**src/rtl/rhsl_pkg.sv**
```systemverilog
// shared widths, defaults and item types for rgb_to_hsl
// no dependencies
package rhsl_pkg;
    localparam int CH_W      = 8;
    localparam int FRAC_W    = 16;
    localparam int HUE_W     = FRAC_W + 1;
    localparam int SAT_W     = FRAC_W + 1;
    localparam int LIGHT_W   = CH_W + 1;
    localparam int HDIV_W    = CH_W + 3;
    localparam int MID_DEPTH_DEF = 4;
    localparam int OUT_DEPTH_DEF = 2;

    // item handed from the front to the back
    typedef struct packed {
        logic [HDIV_W-1:0]  hnum;
        logic [HDIV_W-1:0]  hden;
        logic [CH_W-1:0]    vm;
        logic [CH_W-1:0]    sden;
        logic               zero;
        logic [LIGHT_W-1:0] light;
    } mid_item_t;

    typedef struct packed {
        logic [HUE_W-1:0]   hue;
        logic [SAT_W-1:0]   sat;
        logic [LIGHT_W-1:0] light;
    } result_t;
endpackage

```
**src/rtl/rhsl_fifo.sv**
```systemverilog
// small register queue with push/full and pop/empty sides
// no package dependency
module rhsl_fifo #(
    parameter int WIDTH = 8,
    parameter int DEPTH = 4
) (
    input  logic             clk,
    input  logic             rst_n,
    input  logic             push,
    input  logic [WIDTH-1:0] wdata,
    output logic             full,
    input  logic             pop,
    output logic [WIDTH-1:0] rdata,
    output logic             empty
);
    localparam int AW = (DEPTH > 1) ? $clog2(DEPTH) : 1;

    logic [WIDTH-1:0] mem [DEPTH];
    logic [AW-1:0]    wr_ptr_reg, wr_ptr_next;
    logic [AW-1:0]    rd_ptr_reg, rd_ptr_next;
    logic [AW:0]      count_reg, count_next;
    logic             do_push, do_pop;

    assign full    = (count_reg == (AW+1)'(DEPTH));
    assign empty   = (count_reg == '0);
    assign do_push = push && !full;
    assign do_pop  = pop && !empty;
    assign rdata   = mem[rd_ptr_reg];

    always_comb
    begin
        wr_ptr_next = wr_ptr_reg;
        rd_ptr_next = rd_ptr_reg;
        count_next  = count_reg;
        if (do_push)
        begin
            wr_ptr_next = (wr_ptr_reg == AW'(DEPTH - 1)) ? '0 : wr_ptr_reg + 1'b1;
        end
        if (do_pop)
        begin
            rd_ptr_next = (rd_ptr_reg == AW'(DEPTH - 1)) ? '0 : rd_ptr_reg + 1'b1;
        end
        if (do_push && !do_pop)
        begin
            count_next = count_reg + 1'b1;
        end
        else if (do_pop && !do_push)
        begin
            count_next = count_reg - 1'b1;
        end
    end

    always_ff @(posedge clk or negedge rst_n)
    begin
        if (!rst_n)
        begin
            wr_ptr_reg <= '0;
            rd_ptr_reg <= '0;
            count_reg  <= '0;
        end
        else
        begin
            wr_ptr_reg <= wr_ptr_next;
            rd_ptr_reg <= rd_ptr_next;
            count_reg  <= count_next;
        end
    end

    always_ff @(posedge clk)
    begin
        if (do_push)
        begin
            mem[wr_ptr_reg] <= wdata;
        end
    end
endmodule

```
**src/rtl/rhsl_front.sv**
```systemverilog
// front part: finds max/min, lightness and the operands of the hue and saturation divisions
// depends on rhsl_pkg
module rhsl_front (
    input  logic [rhsl_pkg::CH_W-1:0] red,
    input  logic [rhsl_pkg::CH_W-1:0] green,
    input  logic [rhsl_pkg::CH_W-1:0] blue,
    output rhsl_pkg::mid_item_t       item
);
    import rhsl_pkg::*;

    logic [CH_W-1:0]    v, m, vm;
    logic [LIGHT_W-1:0] sum;
    logic [HDIV_W-1:0]  vm_x, x3, x5, dr, dg, db;

    always_comb
    begin
        v = red;
        m = red;
        if (green > v) v = green;
        if (blue > v)  v = blue;
        if (green < m) m = green;
        if (blue < m)  m = blue;
        vm  = v - m;
        sum = {1'b0, v} + {1'b0, m};
        vm_x = HDIV_W'(vm);
        x3   = (vm_x << 1) + vm_x;
        x5   = (vm_x << 2) + vm_x;
        dr   = HDIV_W'(v - red);
        dg   = HDIV_W'(v - green);
        db   = HDIV_W'(v - blue);

        // sector numerator, ties go to the earlier test
        priority if (red == v)
        begin
            item.hnum = (green == m) ? x5 + db : vm_x - dg;
        end
        else if (green == v)
        begin
            item.hnum = (blue == m) ? vm_x + dr : x3 - db;
        end
        else
        begin
            item.hnum = (red == m) ? x3 + dg : x5 - dr;
        end

        item.hden  = x3 << 1;
        item.vm    = vm;
        item.sden  = (sum <= LIGHT_W'(255)) ? sum[CH_W-1:0]
                                            : CH_W'(LIGHT_W'(510) - sum);
        item.zero  = (sum == '0) || (vm == '0);
        item.light = sum;
    end
endmodule

```
**src/rtl/rhsl_div.sv**
```systemverilog
// pipelined restoring divider, one quotient bit per stage
// quotient of (num << (QW-1)) / den for num <= den; no package dependency
module rhsl_div #(
    parameter int DW = 8,
    parameter int QW = 17
) (
    input  logic          clk,
    input  logic          en,
    input  logic [DW-1:0] num,
    input  logic [DW-1:0] den,
    output logic [QW-1:0] quo
);
    logic [DW-1:0] rem_reg [QW];
    logic [DW-1:0] d_reg   [QW];
    logic [QW-1:0] q_reg   [QW];

    // first stage takes the integer bit
    always_ff @(posedge clk)
    begin
        if (en)
        begin
            rem_reg[0] <= (num >= den) ? num - den : num;
            d_reg[0]   <= den;
            q_reg[0]   <= QW'(num >= den);
        end
    end

    for (genvar s = 1; s < QW; s++)
    begin : g_stage
        logic [DW:0] t;
        logic        ge;
        assign t  = {rem_reg[s-1], 1'b0};
        assign ge = (t >= {1'b0, d_reg[s-1]});
        always_ff @(posedge clk)
        begin
            if (en)
            begin
                rem_reg[s] <= ge ? DW'(t - {1'b0, d_reg[s-1]}) : DW'(t);
                d_reg[s]   <= d_reg[s-1];
                q_reg[s]   <= {q_reg[s-1][QW-2:0], ge};
            end
        end
    end

    assign quo = q_reg[QW-1];
endmodule

```
**src/rtl/rhsl_back.sv**
```systemverilog
// back part: pops classified items and runs the hue and saturation dividers
// depends on rhsl_pkg, rhsl_div
module rhsl_back (
    input  logic                clk,
    input  logic                rst_n,
    input  rhsl_pkg::mid_item_t mid_item,
    input  logic                mid_empty,
    output logic                mid_pop,
    output rhsl_pkg::result_t   res,
    output logic                res_push,
    input  logic                res_full
);
    import rhsl_pkg::*;

    localparam int LAT = HUE_W;

    logic [LAT-1:0]     vld_reg;
    logic               zero_reg  [LAT];
    logic [LIGHT_W-1:0] light_reg [LAT];
    logic               en;
    logic [HUE_W-1:0]   hq;
    logic [SAT_W-1:0]   sq;

    // whole pipe holds while its last item cannot leave
    assign en       = !(vld_reg[LAT-1] && res_full);
    assign mid_pop  = en && !mid_empty;
    assign res_push = vld_reg[LAT-1] && !res_full;

    rhsl_div #(.DW(HDIV_W), .QW(HUE_W)) u_hdiv (
        .clk (clk), .en (en), .num (mid_item.hnum), .den (mid_item.hden), .quo (hq)
    );

    rhsl_div #(.DW(CH_W), .QW(SAT_W)) u_sdiv (
        .clk (clk), .en (en), .num (mid_item.vm), .den (mid_item.sden), .quo (sq)
    );

    always_ff @(posedge clk or negedge rst_n)
    begin
        if (!rst_n)
        begin
            vld_reg <= '0;
        end
        else if (en)
        begin
            vld_reg <= {vld_reg[LAT-2:0], !mid_empty};
        end
    end

    always_ff @(posedge clk)
    begin
        if (en)
        begin
            zero_reg[0]  <= mid_item.zero;
            light_reg[0] <= mid_item.light;
            for (int s = 1; s < LAT; s++)
            begin
                zero_reg[s]  <= zero_reg[s-1];
                light_reg[s] <= light_reg[s-1];
            end
        end
    end

    assign res.hue   = zero_reg[LAT-1] ? '0 : hq;
    assign res.sat   = zero_reg[LAT-1] ? '0 : sq;
    assign res.light = light_reg[LAT-1];
endmodule

```
**src/rtl/rgb_to_hsl.sv**
```systemverilog
// rgb_to_hsl: converts 8-bit rgb pixels to hue, saturation (1.16 fractions,
// truncated, 65536 = 1.0) and lightness (v+m out of 510). one item is taken
// per clock and one result leaves per clock when pop keeps up; the figure is
// set by the two 17-stage dividers, which each retire one item per cycle
// unless a full result queue stalls them. an accepted item is taken by the
// back from the middle queue, passes the 17 divider stages in order, and is
// then written into the result queue, whose head is on the result ports.
// grey and black pixels give hue 0 and saturation 0; pure red gives hue 65536.
// depends on rhsl_pkg, rhsl_fifo, rhsl_front, rhsl_back
module rgb_to_hsl #(
    parameter int MID_DEPTH = rhsl_pkg::MID_DEPTH_DEF,
    parameter int OUT_DEPTH = rhsl_pkg::OUT_DEPTH_DEF
) (
    input  logic                         clk,
    input  logic                         rst_n,
    input  logic                         push,
    output logic                         full,
    input  logic [rhsl_pkg::CH_W-1:0]    red,
    input  logic [rhsl_pkg::CH_W-1:0]    green,
    input  logic [rhsl_pkg::CH_W-1:0]    blue,
    output logic                         empty,
    input  logic                         pop,
    output logic [rhsl_pkg::HUE_W-1:0]   hue,
    output logic [rhsl_pkg::SAT_W-1:0]   saturation,
    output logic [rhsl_pkg::LIGHT_W-1:0] lightness
);
    import rhsl_pkg::*;

    mid_item_t front_item, mid_item;
    result_t   back_res, out_res;
    logic      mid_empty, mid_pop;
    logic      res_push, res_full;

    // front: combinational classification straight into the middle queue
    rhsl_front u_front (
        .red (red), .green (green), .blue (blue), .item (front_item)
    );

    // middle queue decouples input acceptance from divider stalls
    rhsl_fifo #(.WIDTH($bits(mid_item_t)), .DEPTH(MID_DEPTH)) u_mid_q (
        .clk (clk), .rst_n (rst_n),
        .push (push), .wdata (front_item), .full (full),
        .pop (mid_pop), .rdata (mid_item), .empty (mid_empty)
    );

    // back: divider pipeline, stalls as a whole when results back up
    rhsl_back u_back (
        .clk (clk), .rst_n (rst_n),
        .mid_item (mid_item), .mid_empty (mid_empty), .mid_pop (mid_pop),
        .res (back_res), .res_push (res_push), .res_full (res_full)
    );

    // result queue, head item is on the output ports
    rhsl_fifo #(.WIDTH($bits(result_t)), .DEPTH(OUT_DEPTH)) u_out_q (
        .clk (clk), .rst_n (rst_n),
        .push (res_push), .wdata (back_res), .full (res_full),
        .pop (pop), .rdata (out_res), .empty (empty)
    );

    assign hue        = out_res.hue;
    assign saturation = out_res.sat;
    assign lightness  = out_res.light;
endmodule

```
**config.mk**
```make
export PLATFORM = sky130hd
export DESIGN_NAME = rgb_to_hsl
export DESIGN_NICKNAME = d
export VERILOG_FILES = /design/src/rtl/rhsl_pkg.sv /design/src/rtl/rhsl_fifo.sv /design/src/rtl/rhsl_front.sv /design/src/rtl/rhsl_div.sv /design/src/rtl/rhsl_back.sv /design/src/rtl/rgb_to_hsl.sv
export SDC_FILE = /design/constraint.sdc
export NUM_CORES = 2
export LEC_CHECK = 0
export ABC_AREA = 1
export ABC_CLOCK_PERIOD_IN_PS = 38300
export BUFFER_PORTS_ARGS = -buffer_cell sky130_fd_sc_hd__buf_4
export CELL_PAD_IN_SITES_DETAIL_PLACEMENT = 0
export CELL_PAD_IN_SITES_GLOBAL_PLACEMENT = 2
export CORE_AREA = 10 10 390 392
export DETAILED_ROUTE_END_ITERATION = 10
export DIE_AREA = 0 0 400 402
export HOLD_SLACK_MARGIN = 0.03
export MAX_ROUTING_LAYER = met4
export PLACE_DENSITY = 0.87
export SLEW_MARGIN = 20
export SYNTH_ARGS = -nofsm -noshare
export SYNTH_HDL_FRONTEND = slang
export SYNTH_SLANG_ARGS = --single-unit
```
**constraint.sdc**
```tcl
create_clock -name clk -period 38.3 [get_ports clk]
set_input_delay 1.915 -clock clk [delete_from_list [all_inputs] [get_ports clk]]
set_output_delay 1.915 -clock clk [all_outputs]
set_load 0.01 [all_outputs]
```
### After elaboration in Yosys (flattened, before gate mapping)

Memories as Yosys holds them, arrays and structs flattened.
Cells that the tools add are included.

| storage, ports and cells | value |
|---|---|
| register bits after elaboration | 28 |
| memory bits (writable) | 1,668 |
| input port bits | 28 |
| logic and storage cells | 207 |
| memories | 10 |

Memory list:

| memory | words | bits a word | read ports | clocked after memory_dff | wr ports | RTL line | source |
|---|---|---|---|---|---|---|---|
| u_back.u_hdiv.q_reg | 17 | 17 | 17 | 0 | 17 | rhsl_div.sv:15 | `logic [QW-1:0] q_reg [QW];` |
| u_back.u_sdiv.q_reg | 17 | 17 | 17 | 0 | 17 | rhsl_div.sv:15 |  |
| u_mid_q.mem | 4 | 47 | 1 | 0 | 1 | rhsl_fifo.sv:18 | `logic [WIDTH-1:0] mem [DEPTH];` |
| u_back.u_hdiv.d_reg | 17 | 11 | 16 | 0 | 17 | rhsl_div.sv:14 | `logic [DW-1:0] d_reg [QW];` |
| u_back.u_hdiv.rem_reg | 17 | 11 | 16 | 0 | 17 | rhsl_div.sv:13 | `logic [DW-1:0] rem_reg [QW];` |
| u_back.light_reg | 17 | 9 | 17 | 0 | 17 | rhsl_back.sv:19 | `logic [LIGHT_W-1:0] light_reg [LAT];` |
| 4 more memories | -- | -- | -- | -- | -- | -- |  |

| operators by class | value |
|---|---|
| $add $sub $neg | 56 |
| order comparisons | 39 |
| equality and inequality tests | 9 |
| multiplexer cells | 59 |
| reduce and logical (&&, ||, !) cells | 27 |

Operator list:

| cell | number |
|---|---|
| $mux W11 | 22 |
| $sub A11 B11 Y11 | 19 |
| $ge A12 B11 Y1 | 16 |
| $mux W8 | 22 |
| $ge A9 B8 Y1 | 16 |
| $sub A8 B8 Y8 | 18 |
| $eq A8 B8 Y1 | 5 |
| $mux W17 | 2 |
| $sub A8 B8 Y9 | 3 |
| $add A11 B11 Y11 | 2 |
| $gt A8 B8 Y1 | 2 |
| $lt A8 B8 Y1 | 2 |
| $add A10 B8 Y11 | 1 |
| $add A8 B11 Y11 | 1 |
| $ge A11 B11 Y1 | 1 |
| $logic_and A1 B1 Y1 | 11 |
| $sub A8 B11 Y11 | 1 |
| $add A9 B8 Y10 | 1 |
| $add A8 B8 Y9 | 1 |
| $le A9 B8 Y1 const B | 1 |
| $logic_not A1 Y1 | 9 |
| $logic_not A9 Y1 | 1 |
| $ge A8 B8 Y1 | 1 |
| $logic_not A8 Y1 | 1 |
| other kinds (15) | 31 |

### Logic depth before layout (Yosys ltp)

| logic depth | value |
|---|---|
| depth in word-level cells | 10 |
| mapped depth | 56 |

### By module

Synthesis repeated with hierarchy kept, for this count alone.

| second synthesis, totals | value |
|---|---|
| cell total of the unflattened synthesis | 7,682 |
| area total of the unflattened synthesis | 74,736.7 sq um |

Modules (own cells, without submodules):

| module | times used | cells each | area an instance (sq um) |
|---|---|---|---|
| rhsl_div (u_back.u_hdiv) | 1 | 3,164 | 28,573.7 |
| rhsl_div (u_back.u_sdiv) | 1 | 2,097 | 21,396.8 |
| rhsl_fifo (u_mid_q) | 1 | 622 | 8,290.5 |
| rhsl_front | 1 | 1,223 | 7,000.5 |
| rhsl_back | 1 | 320 | 6,114.6 |
| rhsl_fifo (u_out_q) | 1 | 256 | 3,360.7 |

### Worst setup path after synthesis

OpenSTA, ideal clock, no wires.

| path | value |
|---|---|
| path type | reg2reg |
| start point | register u_out_q.count_reg[0] |
| end point | register u_back.vld_reg[10] |
| library setup time | 1.218 ns |
| data arrival time | 29.190 ns |
| required time | 37.082 ns |
| slack | 7.892 ns |
| stages on the path, launching flop included | 5 |
| buffers on the path | 1 |
| period minus slack after synthesis | 30.408 ns |
| cell sequence | dfrtp_1 > inv_1 > nand3_1 > clkbuf_1 > a21oi_1 |

| between the ends | value |
|---|---|
| cells in the longest elaborated chain, start to end | 2 |

Ends and longest elaborated chain:

| element | RTL line | source |
|---|---|---|
| start, declared | rhsl_fifo.sv:21 | `logic [AW:0] count_reg, count_next;` |
| start signal, assigned | rhsl_fifo.sv:65 | `count_reg <= count_next;` |
| $eq A2 B2 Y1 | rhsl_fifo.sv:24 | `assign full = (count_reg == (AW+1)'(DEPTH));` |
| $logic_and A1 B1 Y1 | rhsl_back.sv:25 | `assign en = !(vld_reg[LAT-1] && res_full);` |
| end signal, assigned | rhsl_back.sv:45 | `vld_reg <= {vld_reg[LAT-2:0], !mid_empty};` |
| end, declared | rhsl_back.sv:17 | `logic [LAT-1:0] vld_reg;` |

Every way passes these cells.
A chain may end at the register's enable or synchronous reset.

==> metrics.txt <==
number of port buffers=72; RSZ-0062 raised after global routing=no; CP max stage delay=0.89 ns; H-Tree Depth=4; # rows=140; Largest register FFs=176; Worst-Skew Late Latency=0.74 ns; Post-CTS Resized=0; Synth Register Bits=1,311; # Max-Cap Violations=0; setup repair bufs after CTS=0; largest family of logic cells by synthesized area=simple AND/OR/NAND/NOR gates; most frequent cells in the layout=edfxtp_1, nand2_1, inv_1, ha_1, o21ai_0; distinct cell type count after synthesis=55; worst relative slew slack=31.9%; R2R setup slack=32.92 ns; fmax=109 MHz; Top FF cell, synth=edfxtp_1; TritonRoute pass-1 iters=7; CTS tree=done; final worst path period need=9.16 ns; clock-pin slew on the worst setup and hold paths=0.06 ns; register area share after synthesis=62.1%; via/cell ratio=4.92; clk root buf=clkbuf_16; kind of critical path=in2reg; initial antenna violation count=1; Routed Wire Length=124,000 microns; commonest non-fill, non-tap cell in the layout=edfxtp_1; final setup fails=0; syn_area_per_cell=11.5 sq um; synthesized netlist cell count=5,485; Final Max Tran Viols=0; Post-Route Skew=0.0221 ns; I/O Pins=73; Hold WC Path Type=reg2reg; number of global-route vias before repair=37,500; family with the most delay on the worst path=simple AND/OR/NAND/NOR gates; Layout area overhead=11.8%; DPL Wire Length=91,000 microns; maximum root-to-sink buffer count=3; first-pass GRT wire length=199,000 microns; status=complete, no violations; number of CTS-inserted buffers=138; crit start category=input pin; largest net degree at the start of global routing=157; Final Cycle Share=23.9%; die width=400 microns; compound-cell area share of the yosys netlist=8.04%; hold buffers post-CTS=0; post-route ant nets=0; DRC Markers=0; initial DRC count=2,177; Syn Nets=5,995; Synth Warn #=0; number of synthesized flops with an enable pin=1,283; Total GRT Usage=15.8%; GRT overflow=0; slowest CP cell=fa_1; Post-Synth XOR/XNOR Area=3.73%; drt wl/cell=16.1 microns; Fin. Hold Viols=0; share of cells above drive strength 1=6.84%; total negative slack=0 ns; Buf/Inv on CP=7; clk sink count=1,311; Crit. End Element=flip-flop; CP Max Fanout=20; Synth Area in Adders=10.1%; die area=161,000 sq um; Final #Nets=6,156; Die Y=402 microns; mux cell area share after synthesis=0.0356%; post-synthesis simple-gate area fraction=11.0%; via count=37,800; RD Place Congestion=0.878; FFs w/ async S/R, synth=2.14%; Initial Utilization=43.7%; CP arrival=9.63 ns; Core Region=145,000 sq um; CP required=38.78 ns; Post-Syn Area=63,200 sq um; Worst-Margin Slew=1.01 ns
metal layers:
metal | vias up | track usage, % | routed length (microns)
li1 | 19300 | - | -
met1 | 17700 | 19.3 | 53800
met2 | 545 | 27.3 | 62700
met3 | 174 | 2.44 | 4320
met4 | 0 | 4.23 | 2770
met5 | - | - | 0
logic make-up (layout without fill, tap and decap cells):
logic type	after synthesis	count (layout)
XOR/XNOR	269	269
multiplexers	2	2
adder cells (fa/ha/maj)	482	482
other	0	1
flip-flops	1311	1311
AND/OR/NAND/NOR	1671	1671
AO/OA/AOI/OAI	919	919
buffers and inverters	831	1105
worst register-to-register path: stages, from the launching register on:
cell     delay [ns]
dfrtp_1        0.42
inv_1          0.12
nand3_4        0.43
buf_4          0.64
buf_4          0.75
buf_4          0.90
buf_12         0.59
buf_4          1.13
final timing paths:
path | from | to | cells after the start
max reg2reg | u_out_q.count_reg[0] | u_back.u_sdiv.rem_reg[0][22] | 7
min in group asynchronous | rst_n | u_out_q.count_reg[0] | 1
max | red[7] | u_mid_q.mem[3][46] | 39
max in group asynchronous | rst_n | u_mid_q.rd_ptr_reg[0] | 1
min | u_back.u_hdiv.q_reg[0][197] | u_back.u_hdiv.q_reg[0][215] | 0
min reg2reg | u_back.u_hdiv.q_reg[0][197] | u_back.u_hdiv.q_reg[0][215] | 0
Yosys cell counts (13+ instances only):
cell type | instances | area, sq um
a211oi_1 | 23 | 173
a21oi_1 | 297 | 1490
a31oi_1 | 13 | 81.3
a32oi_1 | 20 | 175
clkbuf_1 | 83 | 312
dfrtp_1 | 28 | 701
edfxtp_1 | 1283 | 38500
fa_1 | 46 | 921
ha_1 | 436 | 5460
inv_1 | 732 | 2750
nand2_1 | 890 | 3340
nand2_2 | 42 | 263
nand3_1 | 174 | 871
nand4_1 | 26 | 163
nor2_1 | 425 | 1600
nor3_1 | 57 | 285
nor4_1 | 13 | 81.3
o21ai_0 | 432 | 2160
o21bai_1 | 28 | 210
o22ai_1 | 35 | 219
o31ai_1 | 23 | 173
xnor2_1 | 77 | 674
xor2_1 | 192 | 1680
area by class of cell:
cell class / instances / area (sq um)
Fill cell: 12900 / 73900
Sequential cell: 1311 / 39200
Multi-Input combinational cell: 3343 / 20900
Clock buffer: 169 / 3630
Inverter: 743 / 2790
Tap cell: 1917 / 2400
Clock inverter: 84 / 860
Timing Repair Buffer: 109 / 831
Antenna cell: 1 / 2.50
per-stage QoR:
stage / hold WS [ns] / cell area (sq um) / util (%) / instances / setup WS [ns]
final: 0.401 / 70600 / 48.9 / 7677 / 29.14
after floorplan: 0.400 / 63200 / - / 5485 / 7.89
after CTS: 0.393 / 70600 / 48.9 / 7676 / 29.15
after global placement: 0.400 / 66100 / 45.8 / 7423 / 28.34
after global routing: 0.398 / 70600 / 48.9 / 7676 / 28.22
after detailed placement: 0.405 / 66100 / 45.8 / 7423 / 28.37
Power is left out: the tool's default activity adds up to more than one toggle a clock period on the data nets, which glitch-free logic cannot reach.
